## src/rtl/core/midi_byte_receiver_sysex_assert.svh

```systemverilog
// Assertion macros shared by the MIDI byte receiver RTL.
// They expect signals named clock and reset in the scope where they are used.
`ifndef MIDI_BYTE_RECEIVER_SYSEX_ASSERT_SVH
`define MIDI_BYTE_RECEIVER_SYSEX_ASSERT_SVH

// The consequent must hold in the same cycle as the antecedent.
`define MBRS_ASSERT_SAME(label, ante, cons, msg) \
   label: assert property (@(posedge clock) disable iff (reset) (ante) |-> (cons)) \
      else $error(msg);

// The consequent must hold in the cycle after the antecedent.
`define MBRS_ASSERT_NEXT(label, ante, cons, msg) \
   label: assert property (@(posedge clock) disable iff (reset) (ante) |=> (cons)) \
      else $error(msg);

`endif

```

## src/rtl/core/mbrs_pkg.sv

```systemverilog
// Shared types, codes and constants of the MIDI byte receiver.
// No dependencies; every RTL module of the block imports it.
`default_nettype none

package mbrs_pkg;

   localparam int unsigned SAMPLE_DEPTH_DEF = 4096;
   localparam int unsigned QUEUE_DEPTH = 2;

   localparam logic [7:0] SYSEX_START = 8'hF0;
   localparam logic [7:0] SYSEX_END   = 8'hF7;
   localparam logic [7:0] CMD_VOLUME  = 8'h06;
   localparam logic [7:0] CMD_SAMPLE  = 8'h7F;

   localparam logic [3:0] NIB_SYSTEM   = 4'hF;
   localparam logic [3:0] NIB_NOTE_ON  = 4'h9;
   localparam logic [3:0] NIB_PROGRAM  = 4'hC;
   localparam logic [3:0] NIB_PRESSURE = 4'hD;

   localparam logic [2:0] KIND_NOTE    = 3'd0;
   localparam logic [2:0] KIND_FORWARD = 3'd1;
   localparam logic [2:0] KIND_VOLUME  = 3'd2;
   localparam logic [2:0] KIND_SAMPLE  = 3'd3;
   localparam logic [2:0] KIND_PLAY    = 3'd4;

   localparam logic [0:0] CSR_FIRST_CHAN  = 1'b0;
   localparam logic [0:0] CSR_SECOND_CHAN = 1'b1;

   localparam logic [4:0] FIRST_CHAN_RST  = 5'd16;
   localparam logic [4:0] SECOND_CHAN_RST = 5'd15;

   localparam logic [1:0] LEN_THREE = 2'd3;

   typedef enum logic [1:0] {
      EVT_MSG,
      EVT_VOL,
      EVT_SAMPLE,
      EVT_PLAY
   } evt_kind_type;

   // One classified event from the front end. For a sample, b0 holds the
   // doubled byte and num the address; for play, num holds the count.
   typedef struct packed {
      evt_kind_type kind;
      logic [7:0]   b0;
      logic [7:0]   b1;
      logic [7:0]   b2;
      logic [1:0]   len;
      logic [12:0]  num;
   } evt_type;

   // Expected manufacturer id bytes "CMM" at the head of a SysEx.
   function automatic logic [7:0] sysex_id(input logic [1:0] pos);
      logic [7:0] id;
      case (pos) inside
         2'd0:       id = 8'h43;
         2'd1, 2'd2: id = 8'h4D;
         default:    id = 8'h00;
      endcase
      return id;
   endfunction

endpackage

`default_nettype wire

```

## src/rtl/core/mbrs_front.sv

```systemverilog
// Front end: accepts MIDI bytes, assembles channel messages and parses SysEx.
// Depends on mbrs_pkg; pushes classified events into mbrs_queue.
`default_nettype none

module mbrs_front #(
   parameter int unsigned SAMPLE_DEPTH = mbrs_pkg::SAMPLE_DEPTH_DEF
) (
   input  wire logic             clock,
   input  wire logic             reset,
   input  wire logic             req_valid,
   output logic                  req_ready,
   input  wire logic [7:0]       req_byte_in,
   input  wire logic             q_full,
   output logic                  q_push,
   output mbrs_pkg::evt_type     q_evt
);
   import mbrs_pkg::*;

   localparam int unsigned FILL_W = $clog2(SAMPLE_DEPTH + 1);

   logic              in_sysex_ff, in_sysex_in;
   logic [2:0]        sx_idx_ff, sx_idx_in;
   logic [7:0]        sx_cmd_ff, sx_cmd_in;
   logic              sx_ign_ff, sx_ign_in;
   logic [FILL_W-1:0] fill_ff, fill_in;
   logic [7:0]        msg_ff [3];
   logic [7:0]        msg_in [3];
   logic [1:0]        pos_ff, pos_in;
   logic [1:0]        rem_ff, rem_in;
   logic [1:0]        len_ff, len_in;

   logic              fire;
   logic [31:0]       fill_ext;
   logic [1:0]        wr_idx;
   logic [1:0]        rem_new;
   logic [7:0]        c;

   assign req_ready = !q_full;
   assign fire      = req_valid && req_ready;
   assign c         = req_byte_in;
   assign fill_ext  = 32'(fill_ff);

   always_comb begin
      in_sysex_in = in_sysex_ff;
      sx_idx_in   = sx_idx_ff;
      sx_cmd_in   = sx_cmd_ff;
      sx_ign_in   = sx_ign_ff;
      fill_in     = fill_ff;
      msg_in      = msg_ff;
      pos_in      = pos_ff;
      rem_in      = rem_ff;
      len_in      = len_ff;
      q_push      = 1'b0;
      q_evt       = '0;
      q_evt.kind  = EVT_MSG;
      wr_idx      = (pos_ff == 2'd0) ? 2'd0 : ((pos_ff == 2'd1) ? 2'd1 : 2'd2);
      rem_new     = ((c[7:4] == NIB_PROGRAM) || (c[7:4] == NIB_PRESSURE)) ? 2'd1 : 2'd2;

      if (fire) begin
         if (in_sysex_ff) begin
            if (c == SYSEX_END) begin
               if ((sx_cmd_ff == CMD_SAMPLE) && (fill_ff != '0)) begin
                  q_push     = 1'b1;
                  q_evt.kind = EVT_PLAY;
                  q_evt.num  = fill_ext[12:0];
               end
               in_sysex_in = 1'b0;
               sx_idx_in   = '0;
               sx_cmd_in   = '0;
               sx_ign_in   = 1'b0;
               fill_in     = '0;
            end else if (!sx_ign_ff) begin
               if (sx_idx_ff < 3'd3) begin
                  if (c != sysex_id(sx_idx_ff[1:0])) begin
                     sx_ign_in = 1'b1;
                  end
               end else if (sx_idx_ff == 3'd3) begin
                  sx_cmd_in = c;
               end else if (sx_cmd_ff == CMD_VOLUME) begin
                  if (sx_idx_ff == 3'd4) begin
                     q_push     = 1'b1;
                     q_evt.kind = EVT_VOL;
                     q_evt.b0   = c;
                  end
               end else if (sx_cmd_ff == CMD_SAMPLE) begin
                  if (fill_ff < FILL_W'(SAMPLE_DEPTH)) begin
                     q_push     = 1'b1;
                     q_evt.kind = EVT_SAMPLE;
                     q_evt.b0   = {c[6:0], 1'b0};
                     q_evt.num  = {1'b0, fill_ext[11:0]};
                     fill_in    = fill_ff + FILL_W'(1);
                  end
               end
               if (sx_idx_ff < 3'd5) begin
                  sx_idx_in = sx_idx_ff + 3'd1;
               end
            end
         end else if (rem_ff != 2'd0) begin
            msg_in[wr_idx] = c;
            pos_in         = pos_ff + 2'd1;
            rem_in         = rem_ff - 2'd1;
            if (rem_ff == 2'd1) begin
               q_push     = 1'b1;
               q_evt.kind = EVT_MSG;
               q_evt.b0   = msg_in[0];
               q_evt.b1   = msg_in[1];
               q_evt.b2   = msg_in[2];
               q_evt.len  = len_ff;
            end
         end else if (c[7:4] == NIB_SYSTEM) begin
            if (c == SYSEX_START) begin
               in_sysex_in = 1'b1;
            end
         end else begin
            msg_in[0] = c;
            pos_in    = 2'd1;
            rem_in    = rem_new;
            len_in    = rem_new + 2'd1;
         end
      end
   end

   always_ff @(posedge clock) begin
      if (reset) begin
         in_sysex_ff <= 1'b0;
         sx_idx_ff   <= '0;
         sx_cmd_ff   <= '0;
         sx_ign_ff   <= 1'b0;
         fill_ff     <= '0;
         pos_ff      <= '0;
         rem_ff      <= '0;
         len_ff      <= '0;
      end else begin
         in_sysex_ff <= in_sysex_in;
         sx_idx_ff   <= sx_idx_in;
         sx_cmd_ff   <= sx_cmd_in;
         sx_ign_ff   <= sx_ign_in;
         fill_ff     <= fill_in;
         pos_ff      <= pos_in;
         rem_ff      <= rem_in;
         len_ff      <= len_in;
      end
   end

   // Message bytes are payload and are always written before they are read.
   always_ff @(posedge clock) begin
      msg_ff <= msg_in;
   end

endmodule

`default_nettype wire

```

## src/rtl/core/mbrs_queue.sv

```systemverilog
// Short event queue between the front end and the back end.
// Depends on mbrs_pkg and the assertion macros in midi_byte_receiver_sysex_assert.svh.
`default_nettype none

module mbrs_queue (
   input  wire logic               clock,
   input  wire logic               reset,
   input  wire logic               push,
   input  wire mbrs_pkg::evt_type  push_evt,
   input  wire logic               pop,
   output mbrs_pkg::evt_type       head_evt,
   output logic                    head_valid,
   output logic                    full
);
   import mbrs_pkg::*;
   `include "midi_byte_receiver_sysex_assert.svh"

   localparam int unsigned PTR_W = (QUEUE_DEPTH > 1) ? $clog2(QUEUE_DEPTH) : 1;
   localparam int unsigned CNT_W = $clog2(QUEUE_DEPTH + 1);

   evt_type           mem_ff [QUEUE_DEPTH];
   logic [PTR_W-1:0]  wr_ptr_ff, wr_ptr_in;
   logic [PTR_W-1:0]  rd_ptr_ff, rd_ptr_in;
   logic [CNT_W-1:0]  cnt_ff, cnt_in;
   logic              do_push;
   logic              do_pop;

   assign head_valid = (cnt_ff != '0);
   assign full       = (cnt_ff == CNT_W'(QUEUE_DEPTH));
   assign head_evt   = mem_ff[rd_ptr_ff];
   assign do_push    = push && !full;
   assign do_pop     = pop && head_valid;

   always_comb begin
      wr_ptr_in = wr_ptr_ff;
      rd_ptr_in = rd_ptr_ff;
      cnt_in    = cnt_ff;
      if (do_push) begin
         wr_ptr_in = (wr_ptr_ff == PTR_W'(QUEUE_DEPTH - 1)) ? '0 : wr_ptr_ff + PTR_W'(1);
      end
      if (do_pop) begin
         rd_ptr_in = (rd_ptr_ff == PTR_W'(QUEUE_DEPTH - 1)) ? '0 : rd_ptr_ff + PTR_W'(1);
      end
      if (do_push && !do_pop) begin
         cnt_in = cnt_ff + CNT_W'(1);
      end else if (do_pop && !do_push) begin
         cnt_in = cnt_ff - CNT_W'(1);
      end
   end

   always_ff @(posedge clock) begin
      if (reset) begin
         wr_ptr_ff <= '0;
         rd_ptr_ff <= '0;
         cnt_ff    <= '0;
      end else begin
         wr_ptr_ff <= wr_ptr_in;
         rd_ptr_ff <= rd_ptr_in;
         cnt_ff    <= cnt_in;
      end
   end

   always_ff @(posedge clock) begin
      if (do_push) begin
         mem_ff[wr_ptr_ff] <= push_evt;
      end
   end

   // The front end must never offer a word when there is no room for it.
   `MBRS_ASSERT_SAME(a_no_push_full, push, !full, "event pushed into a full queue")
   `MBRS_ASSERT_SAME(a_no_pop_empty, pop, head_valid, "event popped from an empty queue")
   `MBRS_ASSERT_SAME(a_cnt_bound, 1'b1, cnt_ff <= CNT_W'(QUEUE_DEPTH), "queue count overflow")
   `MBRS_ASSERT_NEXT(a_cnt_drop, do_pop && !do_push, cnt_ff == $past(cnt_ff) - CNT_W'(1),
      "queue count did not fall after a pop")

endmodule

`default_nettype wire

```

## src/rtl/core/mbrs_back.sv

```systemverilog
// Back end: filters channel messages against the configured channels and
// formats each kept event into the registered result word. Depends on mbrs_pkg.
`default_nettype none

module mbrs_back (
   input  wire logic               clock,
   input  wire logic               reset,
   input  wire logic               csr_write_enable,
   input  wire logic [0:0]         csr_index,
   input  wire logic [4:0]         csr_write_data,
   input  wire mbrs_pkg::evt_type  head_evt,
   input  wire logic               head_valid,
   output logic                    pop,
   output logic                    rsp_valid,
   input  wire logic               rsp_ready,
   output logic [2:0]              rsp_event_kind,
   output logic [7:0]              rsp_msg_byte0,
   output logic [7:0]              rsp_msg_byte1,
   output logic [7:0]              rsp_msg_byte2,
   output logic [1:0]              rsp_msg_length,
   output logic [7:0]              rsp_note_number,
   output logic [7:0]              rsp_velocity,
   output logic                    rsp_on_first_channel,
   output logic [7:0]              rsp_volume_level,
   output logic [11:0]             rsp_sample_address,
   output logic [7:0]              rsp_sample_value,
   output logic [12:0]             rsp_sample_count
);
   import mbrs_pkg::*;

   logic [4:0]  first_chan_ff, first_chan_in;
   logic [4:0]  second_chan_ff, second_chan_in;
   logic        valid_ff, valid_in;
   logic [2:0]  kind_ff, kind_in;
   logic [7:0]  b0_ff, b0_in;
   logic [7:0]  b1_ff, b1_in;
   logic [7:0]  b2_ff, b2_in;
   logic [1:0]  len_ff, len_in;
   logic [7:0]  note_ff, note_in;
   logic [7:0]  vel_ff, vel_in;
   logic        first_ff, first_in;
   logic [7:0]  vol_ff, vol_in;
   logic [11:0] addr_ff, addr_in;
   logic [7:0]  sval_ff, sval_in;
   logic [12:0] count_ff, count_in;

   logic [4:0]  chan;
   logic        hit_first;
   logic        hit_local;
   logic        drop;
   logic        load;

   assign chan      = 5'd1 + {1'b0, head_evt.b0[3:0]};
   assign hit_first = (chan == first_chan_ff);
   assign hit_local = hit_first || (chan == second_chan_ff);

   // A local channel message other than a sounding note-on gives no result word.
   assign drop = (head_evt.kind == EVT_MSG) && hit_local &&
                 !((head_evt.b0[7:4] == NIB_NOTE_ON) && (head_evt.b2 != 8'd0));
   assign pop  = head_valid && (drop || !valid_ff || rsp_ready);
   assign load = pop && !drop;

   always_comb begin
      first_chan_in  = first_chan_ff;
      second_chan_in = second_chan_ff;
      if (csr_write_enable) begin
         unique case (csr_index)
            CSR_FIRST_CHAN:  first_chan_in  = csr_write_data;
            CSR_SECOND_CHAN: second_chan_in = csr_write_data;
            default: ;
         endcase
      end
   end

   always_comb begin
      valid_in = valid_ff && !rsp_ready;
      kind_in  = kind_ff;
      b0_in    = b0_ff;
      b1_in    = b1_ff;
      b2_in    = b2_ff;
      len_in   = len_ff;
      note_in  = note_ff;
      vel_in   = vel_ff;
      first_in = first_ff;
      vol_in   = vol_ff;
      addr_in  = addr_ff;
      sval_in  = sval_ff;
      count_in = count_ff;
      if (load) begin
         valid_in = 1'b1;
         b0_in    = '0;
         b1_in    = '0;
         b2_in    = '0;
         len_in   = '0;
         note_in  = '0;
         vel_in   = '0;
         first_in = 1'b0;
         vol_in   = '0;
         addr_in  = '0;
         sval_in  = '0;
         count_in = '0;
         unique case (head_evt.kind)
            EVT_MSG: begin
               if (hit_local) begin
                  kind_in  = KIND_NOTE;
                  note_in  = head_evt.b1;
                  vel_in   = head_evt.b2;
                  first_in = hit_first;
               end else begin
                  kind_in = KIND_FORWARD;
                  b0_in   = head_evt.b0;
                  b1_in   = head_evt.b1;
                  b2_in   = (head_evt.len == LEN_THREE) ? head_evt.b2 : 8'd0;
                  len_in  = head_evt.len;
               end
            end
            EVT_VOL: begin
               kind_in = KIND_VOLUME;
               vol_in  = head_evt.b0;
            end
            EVT_SAMPLE: begin
               kind_in = KIND_SAMPLE;
               addr_in = head_evt.num[11:0];
               sval_in = head_evt.b0;
            end
            EVT_PLAY: begin
               kind_in  = KIND_PLAY;
               count_in = head_evt.num;
            end
            default: kind_in = KIND_FORWARD;
         endcase
      end
   end

   always_ff @(posedge clock) begin
      if (reset) begin
         first_chan_ff  <= FIRST_CHAN_RST;
         second_chan_ff <= SECOND_CHAN_RST;
         valid_ff       <= 1'b0;
      end else begin
         first_chan_ff  <= first_chan_in;
         second_chan_ff <= second_chan_in;
         valid_ff       <= valid_in;
      end
   end

   always_ff @(posedge clock) begin
      kind_ff  <= kind_in;
      b0_ff    <= b0_in;
      b1_ff    <= b1_in;
      b2_ff    <= b2_in;
      len_ff   <= len_in;
      note_ff  <= note_in;
      vel_ff   <= vel_in;
      first_ff <= first_in;
      vol_ff   <= vol_in;
      addr_ff  <= addr_in;
      sval_ff  <= sval_in;
      count_ff <= count_in;
   end

   assign rsp_valid            = valid_ff;
   assign rsp_event_kind       = kind_ff;
   assign rsp_msg_byte0        = b0_ff;
   assign rsp_msg_byte1        = b1_ff;
   assign rsp_msg_byte2        = b2_ff;
   assign rsp_msg_length       = len_ff;
   assign rsp_note_number      = note_ff;
   assign rsp_velocity         = vel_ff;
   assign rsp_on_first_channel = first_ff;
   assign rsp_volume_level     = vol_ff;
   assign rsp_sample_address   = addr_ff;
   assign rsp_sample_value     = sval_ff;
   assign rsp_sample_count     = count_ff;

endmodule

`default_nettype wire

```

## src/rtl/core/midi_byte_receiver_sysex.sv

```systemverilog
// MIDI byte receiver with a SysEx side channel.
// One serial MIDI byte enters on the req_ channel per word. Channel messages
// are assembled; sounding note-ons on the two channels set by the csr_ port come
// out as note words, other traffic on those channels is dropped, and complete
// messages on any other channel are forwarded. A "CMM" SysEx can set the
// volume or upload sample bytes and request their playback at its end.
// Each result is a single word on the rsp_ channel with its event_kind.
// Throughput: one byte per cycle while req_ready is high. The front end
// classifies a byte in the cycle it is taken, a two-entry event queue
// follows, and the back end holds the result word in its output register.
// req_ready drops only when the event queue is full, which happens only while
// the receiver holds rsp_ready low; the output register then holds its word.
// Reset (synchronous, active high) clears the parser and the queue and sets
// the channel registers to 16 and 15. The user must write the channel
// registers only while no result is pending; the block does not enforce it.
// Depends on mbrs_pkg, mbrs_front, mbrs_queue and mbrs_back.
`default_nettype none

module midi_byte_receiver_sysex #(
   parameter int unsigned SAMPLE_DEPTH = mbrs_pkg::SAMPLE_DEPTH_DEF
) (
   input  wire logic        clock,
   input  wire logic        reset,
   input  wire logic        req_valid,
   output logic             req_ready,
   input  wire logic [7:0]  req_byte_in,
   output logic             rsp_valid,
   input  wire logic        rsp_ready,
   output logic [2:0]       rsp_event_kind,
   output logic [7:0]       rsp_msg_byte0,
   output logic [7:0]       rsp_msg_byte1,
   output logic [7:0]       rsp_msg_byte2,
   output logic [1:0]       rsp_msg_length,
   output logic [7:0]       rsp_note_number,
   output logic [7:0]       rsp_velocity,
   output logic             rsp_on_first_channel,
   output logic [7:0]       rsp_volume_level,
   output logic [11:0]      rsp_sample_address,
   output logic [7:0]       rsp_sample_value,
   output logic [12:0]      rsp_sample_count,
   input  wire logic        csr_write_enable,
   input  wire logic [0:0]  csr_index,
   input  wire logic [4:0]  csr_write_data
);
   import mbrs_pkg::*;

   logic    q_full;
   logic    q_push;
   evt_type q_evt;
   evt_type head_evt;
   logic    head_valid;
   logic    q_pop;

   mbrs_front #(
      .SAMPLE_DEPTH(SAMPLE_DEPTH)
   ) u_front (
      .clock      (clock),
      .reset      (reset),
      .req_valid  (req_valid),
      .req_ready  (req_ready),
      .req_byte_in(req_byte_in),
      .q_full     (q_full),
      .q_push     (q_push),
      .q_evt      (q_evt)
   );

   mbrs_queue u_queue (
      .clock     (clock),
      .reset     (reset),
      .push      (q_push),
      .push_evt  (q_evt),
      .pop       (q_pop),
      .head_evt  (head_evt),
      .head_valid(head_valid),
      .full      (q_full)
   );

   mbrs_back u_back (
      .clock               (clock),
      .reset               (reset),
      .csr_write_enable    (csr_write_enable),
      .csr_index           (csr_index),
      .csr_write_data      (csr_write_data),
      .head_evt            (head_evt),
      .head_valid          (head_valid),
      .pop                 (q_pop),
      .rsp_valid           (rsp_valid),
      .rsp_ready           (rsp_ready),
      .rsp_event_kind      (rsp_event_kind),
      .rsp_msg_byte0       (rsp_msg_byte0),
      .rsp_msg_byte1       (rsp_msg_byte1),
      .rsp_msg_byte2       (rsp_msg_byte2),
      .rsp_msg_length      (rsp_msg_length),
      .rsp_note_number     (rsp_note_number),
      .rsp_velocity        (rsp_velocity),
      .rsp_on_first_channel(rsp_on_first_channel),
      .rsp_volume_level    (rsp_volume_level),
      .rsp_sample_address  (rsp_sample_address),
      .rsp_sample_value    (rsp_sample_value),
      .rsp_sample_count    (rsp_sample_count)
   );

endmodule

`default_nettype wire
```

## config.mk

```make
export PLATFORM = sky130hd
export DESIGN_NAME = midi_byte_receiver_sysex
export DESIGN_NICKNAME = d
export VERILOG_FILES = /design/src/rtl/core/mbrs_pkg.sv /design/src/rtl/core/mbrs_front.sv /design/src/rtl/core/mbrs_queue.sv /design/src/rtl/core/mbrs_back.sv /design/src/rtl/core/midi_byte_receiver_sysex.sv
export VERILOG_INCLUDE_DIRS = /design/src /design/src/rtl/core
export SDC_FILE = /design/constraint.sdc
export NUM_CORES = 1
export LEC_CHECK = 0
export ABC_CLOCK_PERIOD_IN_PS = 11050
export BUFFER_PORTS_ARGS = -buffer_cell sky130_fd_sc_hd__buf_2
export CORE_ASPECT_RATIO = 1.4
export CORE_UTILIZATION = 40
export DETAILED_ROUTE_END_ITERATION = 6
export PLACE_DENSITY = 0.56
export SETUP_SLACK_MARGIN = 0.15
export SLEW_MARGIN = 20
export SYNTH_ARGS = -nofsm -noshare
export SYNTH_HDL_FRONTEND = slang
export SYNTH_SLANG_ARGS = --single-unit
export TNS_END_PERCENT = 20
```

## constraint.sdc

```tcl
create_clock -name clock -period 11.05 [get_ports clock]
set_clock_uncertainty 0.05 [all_clocks]
set_input_delay 0.5525 -clock clock [delete_from_list [all_inputs] [get_ports clock]]
set_output_delay 0.5525 -clock clock [all_outputs]
set_load 0.05 [all_outputs]
```

[Word level (Yosys, flattened, before mapping)]
Memory sizes are Yosys's and may differ from the RTL's. A register that Yosys moved wholly into a read port is not among the register bits.
Index checks and enable logic that the tools add are counted.
Cells by class
  add/subtract/negate cells: 10
  order comparisons: 5
  equality and inequality tests: 27
  multiplexer cells: 90
  bitwise logic cells: 7
  reductions and logical operators: 49
Operators by type and width (count)
  2-to-1 mux 13 bit: 15
  2-to-1 mux 8 bit: 14
  2-to-1 mux 10 bit: 7
  2-to-1 mux 41 bit: 1
  2-to-1 mux 1 bit: 30
  2-to-1 mux 28 bit: 1
  2-to-1 mux 26 bit: 1
  bitwise mux 24 bit: 1
  2-to-1 mux 2 bit: 11
  2-to-1 mux 18 bit: 1
  demux 8 bit (select 2 bit): 1
  == test 4 bit, second input constant: 4
  == test 8 bit, second input constant: 2
  nonzero test 2 bit: 7
  adder 13 x 1 -> 13 bit, second input constant: 1
  logical AND 1 bit: 13
  < comparator 13 bit, second input constant: 1
  nonzero test 13 bit: 1
  2-to-1 mux 12 bit: 1
  case mux 3 bit (4 select lines): 1
  == test 2 bit, second input constant: 5
  == test 5 bit: 2
  2-to-1 mux 3 bit: 3
  2-to-1 mux 9 bit: 1
  31 further kinds: 63
Storage, ports and cells
  bits in registers: 158
  RAM bits: 82
  logic and storage cells: 218
  memories: 1
Memories
  u_queue.mem_ff: words 2, bits a word 41, read ports 1, clocked after memory_dff 1, wr ports 1, RTL line mbrs_queue.sv:21  | evt_type mem_ff [QUEUE_DEPTH];

[Longest topological paths before layout]
Gate-level depths: netlist (run 1).
  word-level depth: 15
  mapped depth: 14
  depth with buffers taken out: 13

[Modules after synthesis]
From an unflattened synthesis (run 1), not the netlist that was laid out.
Second synthesis, totals
  cells, all modules: 800
  area, all modules: 10630.2 µm²
By module, submodules not included
  mbrs_back: times used 1, cells each 271, area an instance 4031.4 µm²
  mbrs_front: times used 1, cells each 376, area an instance 3429.5 µm²
  mbrs_queue: times used 1, cells each 153, area an instance 3169.3 µm²

[Least setup slack after synthesis (run 1)]
No wires, ideal clock.
  path kind: flip-flop to flip-flop
  start: reg u_queue.cnt_ff[0]
  end: mem u_queue.mem_ff[1][0] (netlist bit) (enable)
  library setup time: 0.446 ns
  arrival time: 3.690 ns
  setup slack: 6.864 ns
  stages on the path, launching flop included: 8
  path buffers: 1
  cell sequence: dfxtp_1 nand2b_1 nand2_1 or2_2 clkbuf_1 nor3b_1 a21oi_1 nor2b_1
On the way
  word-level cells in the longest chain between the ends: 7
RTL lines
  start: declaration: RTL line mbrs_queue.sv:24  | logic [CNT_W-1:0] cnt_ff, cnt_in;
  start signal: assignment: RTL line mbrs_queue.sv:59  | cnt_ff <= cnt_in;
  == test 2 bit (*): RTL line mbrs_queue.sv:29  | assign full = (cnt_ff == CNT_W'(QUEUE_DEPTH));
  logical NOT 1 bit (*): RTL line mbrs_front.sv:38  | assign req_ready = !q_full;
  named net req_ready: RTL line midi_byte_receiver_sysex.sv:25  | output logic req_ready,
  logical AND 1 bit: RTL line mbrs_front.sv:39  | assign fire = req_valid && req_ready;
  2-to-1 mux 1 bit: RTL line mbrs_front.sv:59  | if (fire) begin
  logical AND 1 bit (*): RTL line mbrs_queue.sv:31  | assign do_push = push && !full;
  2-to-1 mux 1 bit (*): RTL line mbrs_queue.sv:64  | if (do_push) begin
  2-to-1 mux 1 bit (implied by the code) (*): RTL line mbrs_queue.sv:65  | mem_ff[wr_ptr_ff] <= push_evt;
  end: declaration: RTL line mbrs_queue.sv:21
Mark *: on every way through the listed nets, which the timed path passes. The rest lies on a longest branch.

==> results of run 1 <==
-- power breakdown --
group	internal [W]	total (W)	switching [W]	leakage, nW
logic	0.000236	0.000981	0.000745	1.68
registers	0.00121	0.00126	0.0000564	2.24
clock network	0.000488	0.000810	0.000322	0.377
total	0.00193	0.00305	0.00112	4.29
-- sequential cells by signal (all words and copies together) (netlist names), 5 cells and up, named ones only --
name and cells:
u_back.first_chan_ff 5, u_back.second_chan_ff 5, u_queue.mem_ff 82, u_back.rsp_volume_level 8, u_front.fill_ff 13, u_back.rsp_sample_value 8, u_back.rsp_msg_byte1 8, u_back.rsp_velocity 8
u_front.msg_ff 24, u_back.rsp_msg_byte2 8, u_back.rsp_sample_address 12, u_front.sx_cmd_ff 8, u_back.rsp_sample_count 13, u_back.rsp_msg_byte0 8, u_back.rsp_note_number 8
-- worst max-delay path by stage --
stage                                       to  cells after the start
floorplan                 u_queue.mem_ff[1][0]                      7
global placement       u_back.rsp_msg_byte1[4]                     12
detailed placement     u_back.rsp_msg_byte1[5]                     12
CTS                    u_back.rsp_msg_byte2[1]                     12
global route           u_back.rsp_msg_byte2[3]                     12
finish              u_back.rsp_volume_level[1]                     12
-- cells in the final DEF (no fill, tap or decap), types with 4 or more instances in the layout --
cell type	n
ha_1	15
a22oi_1	15
and2_1	31
dfxtp_1	47
nand3b_1	5
buf_4	5
a31oi_1	7
nand4_1	7
nand3_1	12
nor2_1	88
mux2i_1	47
edfxtp_1	193
and3_1	8
nand2_1	26
xor2_1	14
nor3_1	15
o22ai_1	8
xnor2_1	8
mux2_2	27
a211o_1	5
o21ai_0	7
clkbuf_1	12
nor2b_1	45
clkbuf_16	25
buf_2	107
a21oi_1	21
nor4_1	11
inv_1	20
or3_1	4
-- kinds of logic (layout without fill, tap and decap cells) --
group                      after synthesis  count (layout)  share of synthesized area [%]
and+or+nand+nor                        272             272                          14.08
DFF                                    241             241                          66.31
AOI/OAI and AO/OA                       79              79                          5.206
muxes                                   79              79                          8.399
buffers and inverters                   58             177                          2.271
xor gates and xnor gates                22              22                          1.891
adders and majority gates               15              15                          1.842
-- metrics by stage --
stage,worst slack [ns],cells,instance area (um^2)
2_1_floorplan,6.864,766,10190
3_3_place_gp,6.066,1155,11030
3_5_place_dp,5.983,1155,11030
4_1_cts,5.953,1200,11810
5_1_grt,5.587,1200,11820
6_report,5.997,1200,11820
-- worst register-to-register path, cell delays in order, from the launching register on --
cell and delay, ns:
dfxtp_2 0.33, buf_4 0.61, mux2i_2 0.48, inv_1 0.08, ha_1 0.27, and3b_1 0.21
o32a_1 0.34, nand2_1 0.07, a211oi_1 0.08, a21oi_2 0.25, nand2b_1 0.64, o221a_4 0.48
buf_4 0.75
-- cell type report --
type                       instances  area (um^2)  area share, %
inverter                          20        75.07         0.6354
multi-input combinational        467         3233          27.36
tap                              315        394.1          3.336
sequential                       241         6758          57.20
timing repair buffer             112        573.1          4.850
clock inverter                     8        111.4         0.9425
clock buffer                      37        670.6          5.676
-- routing by layer --
metal	part of all wire, %	global-route usage, %	wire [um]
met5	0	0	0
met1	45	22.22	9380
met4	1.7	4.269	360
met3	4.3	1.940	894
met2	49	27.82	10300
==> impl_metrics.toml, run 1 <==
[outcome]
status = "finished clean"

[logic_synthesis]
syn_area_um2 = 10190
ys_ff_latch = 241
synth.area.top_cells = "edfxtp_1 57%, dfxtp_1 9.4%, mux2i_1 4.6%"
syn_inst = 766
yosys-top-cells-count = "193 x edfxtp_1, 90 x nor2_1, 48 x dfxtp_1"
synth_edf_count = 193
yosysSeqAreaShare_pct = 66.31
ys_warn_count = 0
synth_top_cell_by_area = "edfxtp_1"
synth_top_area_share_pct = 56.88
synth_flop_cell = "edfxtp_1"
yosys.cell_count.top_type = "edfxtp_1"
syn_avg_cell_area_um2 = 13.30
synth_cell_types = 57
syn-num-nets = 800
async_reset_ff_share_pct = 0

[layout]
diodes = 0
fill_cells = 2237
drive_above_1_share_pct = 20.79
area_delta_synth_final_pct = 15.95
final_util_pct = 47.56
nets = 901

[global_route]
grt_pass1_wl_um = 33270
grt_util_all_layers_pct = 16.43
antenna_found_initial = 0
grt_max_degree = 71
overflow = 0
grt_pass1_vias = 6004

[route]
ant_nets = 0
routed_wl_um = 20930
routed_via_density = 5.077
drtIter0Drc = 436
vias = 6092
drc = 0
first_pass_iters = 6
wire_per_inst_um = 17.44

[timing]
finalSetupViolCount = 0
drv_slew = 0
fin_crit_sh_pct = 45.73
rsz0062_at_grt = "no"
fin_crit_ns = 5.053
slew_headroom_pct = 35.69
hold_ws_ns = 0.2443
setup_tns_ns = 0
worst_pin_slew_ns = 0.9623
finalHoldViolations = 0
clock.fmax_mhz = 197.9

[floorplanning]
initial_core_util_pct = 41.02
io-pin-count = 108
num_rows = 68
die_h_um = 190.9
core_um2 = 24840
die_w_um = 136.9
die-area_um2 = 26130

[power]
ir_drop_v = 0.0001883
fin_total_pwr_w = 0.003054
p_per_area_nw_per_um2 = 258.5
p_leak_nw = 4.291

[worst_setup_path]
crit_arrival_ns = 5.13
endpoint_kind = "flip-flop"
crit_chain = "buf_4 -> mux2i_2 -> inv_1 -> ha_1 -> and3b_1 -> o32a_1 -> nand2_1 -> a211oi_1 -> a21oi_2 -> nand2b_1 -> o221a_4 -> buf_4"
cp_slowest_cell = "buf_4"
setup.worst_path.start_class = "flip-flop"
cp_num_buf_inv = 3
path_class = "flip-flop to flip-flop"
max_stage_delay_ns = 0.75
reg2reg_slack_ns = 6.00
r2r_end = "u_back.rsp_volume_level[1]"
ff2ff_path_depth = 12
crit_path_max_fanout = 70
worst_path_most_repeated_cell = "buf_4"
cp.required_ns = 11.12
crit_family = "buffers and inverters"

[clocking]
cts_hold_buf = 0
root_buffer = "clkbuf_16"
clock-sinks = 241
cts.repair.resized = 0
cts.path.max_buffers = 3
post_cts_buffers = 0
cts_htree_levels = 1
cts_buffers = 25
tritoncts = "built"
clk_latency_ns = 0.50
path_clk_slew_ns = 0.06

[min_path]
min_path_type = "primary input to flip-flop"
worstHoldStart = "csr_write_data[4]"
holdPathEnd = "u_back.first_chan_ff[4]"
hold_depth = 2

[placed_design]
place.gp.congestion = 0.8637
hpwl_um = 14630
io_buffers = 107

[run]
maxCapViolCount = 0
(Power assumes the default switching activity.)
==> run 2: changes to the inputs <==
--- a/config.mk
+++ b/config.mk
@@ -6,12 +6,12 @@
 export SDC_FILE = /design/constraint.sdc
 export NUM_CORES = 1
 export LEC_CHECK = 0
-export ABC_CLOCK_PERIOD_IN_PS = 11050
+export ABC_CLOCK_PERIOD_IN_PS = 4050
 export BUFFER_PORTS_ARGS = -buffer_cell sky130_fd_sc_hd__buf_2
 export CORE_ASPECT_RATIO = 1.4
 export CORE_UTILIZATION = 40
 export DETAILED_ROUTE_END_ITERATION = 6
-export PLACE_DENSITY = 0.56
+export PLACE_DENSITY = 0.58
 export SETUP_SLACK_MARGIN = 0.15
 export SLEW_MARGIN = 20
 export SYNTH_ARGS = -nofsm -noshare
==> constraint.sdc (replaced) <==
create_clock -name clock -period 4.05 [get_ports clock]
set_clock_uncertainty 0.05 [all_clocks]
set_input_delay 0.2025 -clock clock [delete_from_list [all_inputs] [get_ports clock]]
set_output_delay 0.2025 -clock clock [all_outputs]
set_load 0.05 [all_outputs]
==> impl_metrics.toml, run 2 (synthesis gave the netlist of run 1 again) <==
[clocking]
clock-sinks = 241
cts_buffers = 23
path_clk_slew_ns = 0.06
clk_latency_ns = 0.50
cts_htree_levels = 1
cts.path.max_buffers = 3
tritoncts = "built"
root_buffer = "clkbuf_16"

[min_path]
worstHoldStart = "req_byte_in[7]"
min_path_type = "primary input to flip-flop"

[layout]
diodes = 0
final_area_um2 = 11920
largestRegisters = "u_queue.mem_ff x82, u_front.msg_ff x24"
nets = 916
drive_above_1_share_pct = 21.49
area.sequential_um2 = 6758
largest_reg_flops = 82
final_common_cell = "edfxtp_1"
mostFrequentLayoutCells = "193 x edfxtp_1, 107 x buf_2, 89 x nor2_1"
multi_input_area_um2 = 3226
largest_register = "u_queue.mem_ff"
fill_cells = 2249
area_delta_synth_final_pct = 16.98

[timing]
worst_pin_slew_ns = 0.8151
fin_crit_sh_pct = 84.72
fin_crit_ns = 3.431
finalHoldViolations = 0
finalSetupViolCount = 0
slew_headroom_pct = 45.66
hold_ws_ns = 0.07787
rsz0062_at_grt = "no"
drv_slew = 0
clock.fmax_mhz = 291.4

[floorplanning]
io-pin-count = 108
initial_core_util_pct = 41.02
core_um2 = 24840
die_h_um = 190.9
die_w_um = 136.9
die-area_um2 = 26130
num_rows = 68

[power]
p_leak_nw = 4.355
p_per_area_nw_per_um2 = 691.4
fin_total_pwr_w = 0.008242
ir_drop_v = 0.0005378

[worst_setup_path]
setup.worst_path.start_class = "flip-flop"
cp.required_ns = 4.15
crit_arrival_ns = 3.53
path_class = "flip-flop to flip-flop"
cp_slowest_cell = "dfxtp_2"
crit_path_max_fanout = 87
crit_chain = "mux2i_1 -> buf_4 -> inv_1 -> ha_1 -> and3b_1 -> o32a_1 -> nand2_1 -> a211oi_1 -> a21oi_2 -> nand2b_1 -> buf_4 -> o221a_4 -> buf_12"
max_stage_delay_ns = 0.37
worst_path_most_repeated_cell = "buf_4"
endpoint_kind = "flip-flop"

[route]
vias = 6147
ant_nets = 0
wire_per_inst_um = 16.91
first_pass_iters = 4
routed_wl_um = 20510
routed_via_density = 5.068
drc = 0
drtIter0Drc = 323

[global_route]
grt_util_all_layers_pct = 16.01
grt_pass1_wl_um = 32350
grt_pass1_vias = 5936
antenna_found_initial = 0
overflow = 0
grt_max_degree = 88

[placed_design]
io_buffers = 107
hpwl_um = 14450
placed_cell_area_um2 = 11110
place.gp.congestion = 0.8113

[run]
maxCapViolCount = 0

[outcome]
status = "finished clean"
-- run 2: cell count changes in the layout (fill, tap and decap cells not counted), sizes merged --
cell,previous run,this run
buf,112,121
bufinv,3,2
clkbuf,37,34
dlygate4sd3,0,8
-- run 2: path summary, 6_finish.rpt --
| path | end | slack (ns) | cells past startpoint |
|---|---|---|---|
| max | u_back.rsp_sample_address[3] | 0.62 | 13 |
| max reg2reg | u_back.rsp_sample_address[3] | 0.62 | 13 |
| min reg2reg | u_front.len_ff[1] | 0.41 | 2 |
| min | u_front.sx_cmd_ff[7] | 0.08 | 3 |
-- run 2: layout make-up --
class | count | share of cell area [%]
clock buffer | 34 | 5.427
clock inverter | 7 | 0.7348
inverter | 20 | 0.6298
multi-input combinational | 467 | 27.06
sequential | 241 | 56.69
tap | 315 | 3.306
timing repair buffer | 129 | 6.151
-- run 2: layer usage --
metal,part of all wire [%],track usage [%],up-vias
li1,-,-,3028
met3,3.7,2.127,22
met2,49,26.90,121
met5,0,0,-
met4,1.8,4.522,0
met1,45,21.55,2976
-- run 2: what timing repair did --
| item | 4_1_cts | 5_1_grt |
|---|---|---|
| setup buffers | 0 | 0 |
| gates resized for setup | 0 | 0 |
| hold endpoints to repair | 9 | 0 |
| hold buffers | 8 | 0 |
-- run 2: per-stage QoR --
stage,setup TNS (ns),cells,setup slack [ns],utilization (%)
2_1_floorplan,-6.126,766,-0.07041,-
3_3_place_gp,0,1164,0.6637,44.70
3_5_place_dp,0,1164,0.5911,44.70
4_1_cts,0,1213,0.5857,47.98
5_1_grt,0,1213,0.3747,47.98
6_report,0,1213,0.6186,47.98
-- run 2: worst max-delay path: cells and delay by family (launching register included) --
kind,cells,cell delay (ns)
DFF,1,0.37
muxes,1,0.19
buffers and inverters,4,0.85
adders and majority gates,1,0.27
AOI/OAI and AO/OA,4,0.89
and+or+nand+nor,3,0.42
-- run 2: where the power goes --
group | internal [W] | total [W] | leakage [nW] | switching [W]
Clock | 0.00123 | 0.00210 | 0.360 | 0.000865
Combinational | 0.000683 | 0.00272 | 1.76 | 0.00204
Sequential | 0.00328 | 0.00342 | 2.24 | 0.000141
==> run 3: changes to the inputs <==
--- a/config.mk
+++ b/config.mk
@@ -6,7 +6,7 @@
 export SDC_FILE = /design/constraint.sdc
 export NUM_CORES = 1
 export LEC_CHECK = 0
-export ABC_CLOCK_PERIOD_IN_PS = 4050
+export ABC_CLOCK_PERIOD_IN_PS = 3050
 export BUFFER_PORTS_ARGS = -buffer_cell sky130_fd_sc_hd__buf_2
 export CORE_ASPECT_RATIO = 1.4
 export CORE_UTILIZATION = 40
==> constraint.sdc (replaced) <==
create_clock -name clock -period 3.05 [get_ports clock]
set_clock_uncertainty 0.05 [all_clocks]
set_input_delay 0.1525 -clock clock [delete_from_list [all_inputs] [get_ports clock]]
set_output_delay 0.1525 -clock clock [all_outputs]
set_load 0.05 [all_outputs]
==> impl_metrics.toml, run 3 (synthesis gave the netlist of run 1 again) <==
[route]
ant_nets = 0
first_pass_iters = 7
vias = 6294
drc = 0
drtIter0Drc = 383
wire_per_inst_um = 16.96
routed_via_density = 5.059
routed_wl_um = 21100

[placed_design]
hpwl_um = 14900
pre_cts_ws_ns = -0.0005951
io_buffers = 107
place.gp.congestion = 0.7821
dpl.cell_count = 1186
placed_cell_area_um2 = 11350

[layout]
fill_cells = 2179
largest_register = "u_queue.mem_ff"
final_common_cell = "edfxtp_1"
final_area_um2 = 12390
nets = 945
area_delta_synth_final_pct = 21.57
diodes = 0
largest_reg_flops = 82
multi_input_area_um2 = 3297
drive_above_1_share_pct = 25.40
layout.cells.non_filler = 1244
largestRegisters = "u_queue.mem_ff x82, u_front.msg_ff x24"
final_util_pct = 49.86
mostFrequentLayoutCells = "193 x edfxtp_1, 107 x buf_2, 88 x nor2_1"
area.sequential_um2 = 6760

[floorplanning]
io-pin-count = 108
num_rows = 68
core_um2 = 24840
initial_core_util_pct = 41.02
die_w_um = 136.9
die-area_um2 = 26130
die_h_um = 190.9

[timing]
fin_ws_ns = 0.2178
fin_crit_sh_pct = 92.86
rsz0062_at_grt = "yes"
fin_crit_ns = 2.832
finalHoldViolations = 0
worst_pin_slew_ns = 0.7095
clock.fmax_mhz = 353.1
finalSetupViolCount = 0
drv_slew = 0
slew_headroom_pct = 52.38

[power]
pwr-share-clk_pct = 26.9
p_sw_w = 0.004216
fin_total_pwr_w = 0.01156
p_int_w = 0.007348
switching_share_pct = 36.46
p_per_area_nw_per_um2 = 933.4
combPwrFrac_pct = 33.8
ir_drop_v = 0.0008668
p_leak_nw = 4.570
seqPwrFrac_pct = 39.3

[clocking]
root_buffer = "clkbuf_16"
tritoncts = "built"
clock-sinks = 241
clk_latency_ns = 0.51
cts_htree_levels = 1
path_clk_slew_ns = 0.07
cts_buffers = 24
cts.path.max_buffers = 3

[worst_setup_path]
endpoint_kind = "flip-flop"
cp.required_ns = 3.45
reg2reg_slack_ns = 0.22
ff2ff_path_depth = 13
crit_arrival_ns = 3.23
setup.worst_path.start_class = "flip-flop"
crit_path_max_fanout = 7
r2r_end = "u_queue.cnt_ff[1]"
path_class = "flip-flop to flip-flop"

[min_path]
holdPathEnd = "u_front.sx_cmd_ff[3]"
worstHoldStart = "req_byte_in[3]"
min_path_type = "primary input to flip-flop"
hold_depth = 3

[global_route]
grt_max_degree = 56
antenna_found_initial = 0
overflow = 0
grt_util_all_layers_pct = 16.32
grt_pass1_wl_um = 33100
grt_pass1_vias = 6163

[outcome]
status = "finished clean"

[run]
maxCapViolCount = 0
==> run 3: cell type report <==
| class | count | area share [%] |
|---|---|---|
| clock inverters | 13 | 1.293 |
| clock buffers | 31 | 5.575 |
| flip-flops and latches | 241 | 54.57 |
| well taps | 315 | 3.182 |
| repair buffers | 157 | 8.161 |
| multi-input cells | 467 | 26.61 |
| inverters | 20 | 0.6060 |
==> run 3: how the worst max path moves through the flow <==
stage,start,to,slack (ns),depth (start not counted)
finish,flip-flop,u_queue.cnt_ff[1],0.22,13
global route,flip-flop,u_queue.cnt_ff[1],0.06,13
CTS,flip-flop,u_back.rsp_sample_address[1],0.17,12
detailed placement,flip-flop,u_queue.cnt_ff[1],-0.0006,12
global placement,flip-flop,u_queue.cnt_ff[1],0.05,12
floorplan,flip-flop,u_back.rsp_event_kind[0],-0.29,12
==> run 3: critical path, stage by stage, from the launching register on <==
cell and delay [ns]:
dfxtp_4 0.39, mux2i_4 0.24, inv_2 0.06, ha_4 0.18, o21ai_2 0.13, o32a_1 0.18
nand2_1 0.08, a211oi_2 0.27, a21oi_2 0.07, o32a_1 0.38, ha_4 0.17, xor2_1 0.14
or3_1 0.32, a21oi_2 0.11
==> run 3: metrics by stage <==
step / hold WS (ns) / setup TNS (ns)
after global routing: 0.04623 / 0
after floorplan: 0.2203 / -25.69
after global placement: 0.3383 / 0
after CTS: 0.01414 / 0
final: 0.03823 / 0
after detailed placement: 0.3534 / -0.0005951
==> run 3: power by group through the flow <==
stage                     Clock (W)  Sequential (W)  Combinational [W]
final                       0.00311         0.00454            0.00391
after floorplan                   0         0.00608            0.00136
after CTS                   0.00320         0.00455            0.00386
after global placement            0         0.00460            0.00380
after global routing        0.00332         0.00459            0.00416
after detailed placement          0         0.00461            0.00382
==> run 3: timing repair <==
action	4_1_cts	5_1_grt
gates cloned	0	1
setup buffers	0	3
hold endpoints to repair	23	0
setup endpoints to repair	13	89
pin swaps	4	6
hold buffers	10	0
resized for setup	3	6
==> run 3: per-layer routing <==
layer | GRT usage (%) | vias to the layer above | routed length, um
met5 | 0 | - | 0
met2 | 28.04 | 136 | 10680
met4 | 5.368 | 0 | 498
met3 | 2.366 | 36 | 802
li1 | - | 3089 | -
met1 | 20.98 | 3033 | 9122
